`src/rtl/ctsi_pkg.sv`:
```
package ctsi_pkg;

  localparam int unsigned CURVES_DEF = 8;
  localparam int unsigned POINTS_DEF = 32;

  localparam int unsigned KEY_W = 16;
  localparam int unsigned VAL_W = 16;
  localparam int unsigned LBL_W = 8;

  // magnitude of (query - ka) * (vb - va)
  localparam int unsigned PROD_W = 2 * (KEY_W + 1);
  localparam int unsigned NUM_W  = PROD_W - 1;

  localparam int unsigned IN_DATA_W  = 64;
  localparam int unsigned IN_USER_W  = 3;
  localparam int unsigned OUT_DATA_W = 24;
  localparam int unsigned OUT_USER_W = 1;

  typedef enum logic [2:0] {
    MODE_WRITE       = 3'd0,
    MODE_STEP_LOSS   = 3'd1,
    MODE_STEP_MAG    = 3'd2,
    MODE_INV_KEY     = 3'd3,
    MODE_LABEL       = 3'd4,
    MODE_INTERP_LOSS = 3'd5,
    MODE_INTERP_MAG  = 3'd6
  } mode_e;

  typedef enum logic [3:0] {
    ST_IDLE,
    ST_FIRST,
    ST_SRCH_RD,
    ST_SRCH_CMP,
    ST_RES,
    ST_LAST,
    ST_SCAN,
    ST_DIVS,
    ST_DIVW,
    ST_OUT
  } state_e;

  typedef struct packed {
    logic [LBL_W-1:0] label;
    logic [VAL_W-1:0] magnet;
    logic [VAL_W-1:0] loss;
    logic [KEY_W-1:0] key;
  } point_t;

endpackage

```
`src/rtl/ctsi_div.sv`:
```
module ctsi_div (
  input  logic                       clk_i,
  input  logic                       rst_ni,
  input  logic                       start_i,
  input  logic [ctsi_pkg::NUM_W-1:0] dividend_i,
  input  logic [ctsi_pkg::KEY_W-1:0] divisor_i,
  output logic                       done_o,
  output logic [ctsi_pkg::NUM_W-1:0] quot_o
);
  import ctsi_pkg::*;

  localparam int unsigned CNT_W = $clog2(NUM_W + 1);

  logic [NUM_W-1:0] quo_q;
  logic [KEY_W-1:0] rem_q;
  logic [KEY_W-1:0] dvs_q;
  logic [CNT_W-1:0] cnt_q;
  logic             run_q;
  logic             done_q;
  logic [KEY_W:0]   rem_sh;
  logic [KEY_W:0]   rem_nx;
  logic             ge;

  // restoring divide, one quotient bit per cycle
  assign rem_sh = {rem_q, quo_q[NUM_W-1]};
  assign ge     = rem_sh >= {1'b0, dvs_q};
  assign rem_nx = ge ? (rem_sh - {1'b0, dvs_q}) : rem_sh;

  always_ff @(posedge clk_i or negedge rst_ni) begin
    if (!rst_ni) begin
      run_q  <= 1'b0;
      done_q <= 1'b0;
      cnt_q  <= '0;
    end else if (start_i) begin
      run_q  <= 1'b1;
      done_q <= 1'b0;
      cnt_q  <= CNT_W'(NUM_W);
    end else if (run_q) begin
      cnt_q <= cnt_q - CNT_W'(1);
      if (cnt_q == CNT_W'(1)) begin
        run_q  <= 1'b0;
        done_q <= 1'b1;
      end
    end else begin
      done_q <= 1'b0;
    end
  end

  always_ff @(posedge clk_i) begin
    if (start_i) begin
      quo_q <= dividend_i;
      rem_q <= '0;
      dvs_q <= divisor_i;
    end else if (run_q) begin
      quo_q <= {quo_q[NUM_W-2:0], ge};
      rem_q <= rem_nx[KEY_W-1:0];
    end
  end

  assign done_o = done_q;
  assign quot_o = quo_q;

endmodule

```
`config.mk`:
```
export PLATFORM = sky130hd
export DESIGN_NAME = ctsi_div
export DESIGN_NICKNAME = d
export VERILOG_FILES = /design/src/rtl/ctsi_pkg.sv /design/src/rtl/ctsi_div.sv
export SDC_FILE = /design/constraint.sdc
export NUM_CORES = 1
export LEC_CHECK = 0
export CORE_MARGIN = 3
export CORE_UTILIZATION = 45
export CTS_CLUSTER_DIAMETER = 50
export DETAILED_ROUTE_END_ITERATION = 8
export DONT_BUFFER_PORTS = 1
export HOLD_SLACK_MARGIN = 0.12
export SLEW_MARGIN = 15
export SYNTH_ARGS = -nofsm -noshare
export SYNTH_HDL_FRONTEND = slang
export SYNTH_SLANG_ARGS = --single-unit
```
`constraint.sdc`:
```
create_clock -name clk_i -period 5.7 [get_ports clk_i]
set_input_delay 0 -clock clk_i [delete_from_list [all_inputs] [get_ports clk_i]]
set_output_delay 0 -clock clk_i [all_outputs]
set_load 0.05 [all_outputs]
```
# Word level (Yosys, flattened, before mapping)
# Cells that the tools add are included.
[totals] in_bits=52 word_cells=23 romBits=0 memories=0 register_bits=73 mem_bits_rw=0 latchBits=0
[op_classes] muxes=11 shift=0 n_eq_ne=2 n_addsub=2 order_cmp=1 bitwise_logic=0 multipliers=0 div=0 reduce_logical=1
[ops] operator="33-bit two-way mux" count=2
[ops] operator="17-bit by 16-bit >= comparator with 1-bit output" count=1
[ops] operator="16-bit two-way mux" count=1
[ops] operator="16-bit subtractor" count=1
[ops] operator="6-bit two-way mux" count=2
[ops] operator="6-bit by 1-bit equality test with 1-bit output (second input constant)" count=1
[ops] operator="1-bit two-way mux" count=6
[ops] operator="6-bit by 1-bit subtractor with 6-bit output (second input constant)" count=1
[ops] operator="3-bit by 2-bit != test with 1-bit output (second input constant)" count=1
[ops] operator="2-bit nonzero test" count=1

# Longest topological paths before layout
[logic_depth] word_depth=4 mapped_depth=10

# Least setup slack after synthesis
# Ideal clock, no wire load.
[synth_timing] path_kind="reg2reg" startpoint="register quo_q[32] (netlist: quot_o[32])" endpoint="register rem_q[11]" arrival_time_ps=2350 setup_ps=116 period_less_slack_ps=2467 path_buffers=1 path_slack_ps=3233 stages_incl_launch_ff=10 cell_sequence="edfxtp_1 > inv_1 > ha_1 > nand2b_1 > a21oi_2 > o211ai_4 > a211oi_4 > buf_2 > o31ai_1 > a31o_2"
[synth_via] elab_chain_len=2 elab_cells_between_ends=3 cone_classes="add/sub (1); order compare (1); mux (1)"
[synth_rtl] element="start: declaration" line="ctsi_div.sv:14" rtl="logic [NUM_W-1:0] quo_q;"
[synth_rtl] element="start signal: assignment" line="ctsi_div.sv:51" rtl="quo_q <= dividend_i;"
[synth_rtl] element="start signal: assignment" line="ctsi_div.sv:55" rtl="quo_q <= {quo_q[NUM_W-2:0], ge};"
[synth_rtl] element="16-bit subtractor or 17-bit by 16-bit >= comparator with 1-bit output (tied branches)" line="ctsi_div.sv:27, ctsi_div.sv:26"
[synth_rtl] element="16-bit two-way mux (*)" line="ctsi_div.sv:27" rtl="assign rem_nx = ge ? (rem_sh - {1'b0, dvs_q}) : rem_sh;"
[synth_rtl] element="end signal: assignment" line="ctsi_div.sv:56" rtl="rem_q <= rem_nx[KEY_W-1:0];"
[synth_rtl] element="end: declaration" line="ctsi_div.sv:15" rtl="logic [KEY_W-1:0] rem_q;"
# Every way passes the cells marked *; elsewhere a longest branch is shown, timed or not.
# A chain may end at the register's enable or synchronous reset.

# Worst setup path in the final report
[layout_timing] startpoint="register quo_q[32] (netlist: quot_o[32])" endpoint="register quo_q[0] (netlist: quot_o[0]), data pin"
[layout_via] elab_chain_len=3
[layout_rtl] element="17-bit by 16-bit >= comparator with 1-bit output" line="ctsi_div.sv:26" rtl="assign ge = rem_sh >= {1'b0, dvs_q};"
[layout_rtl] element="33-bit two-way mux" line="ctsi_div.sv:54" rtl="end else if (run_q) begin"
[layout_rtl] element="33-bit two-way mux" line="ctsi_div.sv:50" rtl="if (start_i) begin"
# No other way between the ends. The select of a mux whose other input is x is not followed.

==> implementation parameters <==
Parameter                              Value

Outcome
  Outcome    complete, no violations

Synthesis
  Cell area after synthesis    between 3000 and 4000 µm²
  Post-synthesis xor/xnor area fraction    3.14%
  Number of unique standard cell types used by synthesis    54
  Leading cell types by total area after synthesis    edfxtp_1 38%, mux2_2 9.5%, dfxtp_1 8.2%
  Combinational family with the most area after synthesis    compound AO/OA/AOI/OAI gates
  Seq/Total Area, Yosys    51.0%
  Mean instance size in the synthesized netlist    about 11 µm²
  EDFF count, synth    49
  Gate count after technology mapping    approximately 340
  Post-synthesis async set-or-reset flop share    11.0%
  Most frequently used flop master after synthesis    edfxtp_1
  Share of the synthesized area in compound gates (AO/OA/AOI/OAI)    between 10 and 15%
  Area share of the largest cell type after synthesis    37.7%
  Fraction of synthesized area in multiplexers    10.0%
  Most frequent cell after synthesis    edfxtp_1
  Synth Area in Adders    6.28%
  Cell types with the highest counts after synthesis    49 x edfxtp_1, 33 x mux2_2, 27 x nand2_1, 27 x nor2_1, 21 x inv_1
  Syn. warnings    0
  Synthesized flop and latch total    73
  Post-synthesis simple-gate area fraction    10.8%
  Net count of the mapped netlist    415
  Largest area contributor in the netlist    edfxtp_1

STA
  Final hold violations    0
  Worst max-slew margin expressed relative to the limit    35.9%
  Worst Hold Slack    0.279 ns
  Setup-violating endpoint count in the final report    0
  Worst clock skew on the final layout    0.0127 ns
  Final critical-path share of the clock period    52.6%
  Least-Margin Pin Slew    0.959 ns
  Final total negative setup slack    0 ns
  Time the worst path needs with I/O delays and setup    3.00 ns
  Number of pins exceeding their max-slew limit in the final report    0
  Upper clock frequency limit    334 MHz
  RSZ-0062 raised after global routing    no

Finish
  Syn-to-layout area delta    20.6%
  Antenna diode count    0
  Share of post-route cells with drive strength above 1    between 10 and 15%
  Core Util, Final    56.5%
  Count of nets after finishing    467

Die
  Standard cell core area    8340 µm²
  Floorplan row count    33
  Die outline height    approximately 100 µm
  Top Ports    86
  Effective utilization at floorplan    46.8%
  Die Width    99.2 µm
  Overall die area    9830 µm²

Detailed routing
  Remaining routing DRC violations    0
  Vias per cell    5.56
  Antenna viol nets, final    0
  Post-Route M1 WL    3710 µm
  Wire length per cell    about 17 µm
  Wire length on met3    between 500 and 600 µm
  Number of iterations in the first detailed-routing pass    4
  Highest routing layer actually used    met4
  Via total after detailed routing    2811
  DRC marker count from the first detailed-route iteration    131
  Routed met2 length    4150 µm
  Aggregate routed wire length    8520 µm

Setup path
  Largest fanout of any net on the critical path    19
  Critical path launch point    quot_o[32]
  Destination of the worst register-to-register timing path    quot_o[0]
  Nature of the critical path startpoint    register
  Critical R2R Launch    quot_o[32]
  Setup crit end kind    register
  Crit Path Category    register to register
  Required time at the endpoint of the critical path    5.91 ns
  Endpoint of the most critical setup path    quot_o[0]
  Length in cells of the worst reg-to-reg path    8
  Setup slack of the most critical reg-to-reg path    2.70 ns
  Arrival time of the worst setup path    3.21 ns

Clock tree
  CTS Root Buffer Type    clkbuf_8
  Total CTS buffers    9
  Clock tree from TritonCTS    built
  CTS sink cnt    73
  Post-CTS Resized    0
  Clock latency on the worst-skew pair    0.34 ns
  Clock edge transition at the registers on the reported setup and hold paths    roughly 0.090 ns
  H-tree levels    3
  # hold bufs at CTS    54
  Number of buffers inserted to repair setup after CTS    0
  Buffers from clock root to sink, at most    2

Global route
  First-pass GRT wire length    between 10000 and 15000 µm
  Global route overflow    0
  Via count of the first global-routing pass    2961
  Total routing usage reported by global routing    18.2%
  Pin count of the biggest net entering global routing    64
  Antenna violations before repair    0

Placement
  Port buffer count    0
  DPL Wire Length    5430 µm
  Final RePlAce weighted congestion    0.801

Power and ir drop
  Worst supply voltage drop on vdd    roughly 0.00024 V
  Leakage power    1.89 nW
  Total power    2.14 mW
  Power Dens Cells    about 450 nW/µm²

Flow run
  Reported max-cap violation count    0

Hold path
  Path class of the lowest-slack min-delay path    input port to register
  Startpoint of the most critical hold path    divisor_i[15]
state kept, by name (all words and copies together) (netlist names):
register  cells
run_q         1
done_o        1
rem_q        16
quot_o       33
dvs_q        16
cnt_q         6
worst min path at each step:
stage / depth (start not counted) / to / slack (ns)
global placement: 0 / done_o / -0.30
finish: 1 / dvs_q[15] / 0.28
floorplan: 0 / cnt_q[0] / -0.30
CTS: 1 / dvs_q[0] / 0.26
detailed placement: 0 / done_o / -0.30
global route: 1 / dvs_q[6] / 0.25
power by group:
group	leakage (nW)	internal [mW]	switching (mW)
combinational	1.07	0.344	0.407
sequential	0.733	0.719	0.305
clock	0.0904	0.162	0.203
cell usage in the layout (no fill, tap or decap), types with 3 or more instances in the layout:
cell type      Yosys  layout
nor2b_1            4       4
dfxtp_1           16      16
ha_1              18      18
o41ai_1            3       3
o311a_1            3       3
nor2_1            27      27
edfxtp_1          49      49
a31o_2             3       3
xnor2_1            6       6
nand2b_1           7       7
a21oi_1           15      15
o211ai_1          10      10
inv_6              0       3
nor3_1             7       7
xor2_1             8       8
dlygate4sd3_1      0      53
nand2_1           27      27
o21a_1             3       3
mux2_2            33      33
dfrtp_1            8       8
a21o_1             7       7
o31a_1             3       3
clkbuf_8           0       9
nand3_1            4       4
o21ai_0           12      12
inv_1             21      21
final cells by class:
cell class,count,area (µm²)
tap,105,131
clock buffer,9,124
fill,739,3630
clock inverter,7,52.6
timing repair buffer,56,573
inverter,21,78.8
multi-input combinational,235,1760
sequential,73,1990
through the flow:
step	std cells	instance area [µm²]	setup slack (ns)
after floorplan	344	3910	3.23
after global placement	436	3980	2.81
after detailed placement	436	3980	2.72
after CTS	506	4710	2.71
after global routing	506	4710	2.52
final	506	4710	2.70
cell families after synthesis:
logic type / after synthesis
AO/OA/AOI/OAI: 78
XOR/XNOR: 14
adder cells (fa/ha/maj): 19
buffers and inverters: 36
flip-flops: 73
multiplexers: 35
AND/OR/NAND/NOR: 89
worst max-delay path, cell delays in order, from the launching register on:
cell and delay (ns):
edfxtp_1 0.67, inv_1 0.15, ha_1 0.26, nand2b_1 0.18
a21oi_2 0.24, o211ai_4 0.15, a211oi_4 0.70, or2_4 0.35
mux2_2 0.17
routing by layer:
layer	track usage [%]	vias up
li1	-	1370
met1	22.4	1349
met2	29.9	86
met3	5.75	6
met4	6.83	0
met5	0	-
Power figures use the tool's default switching activity.
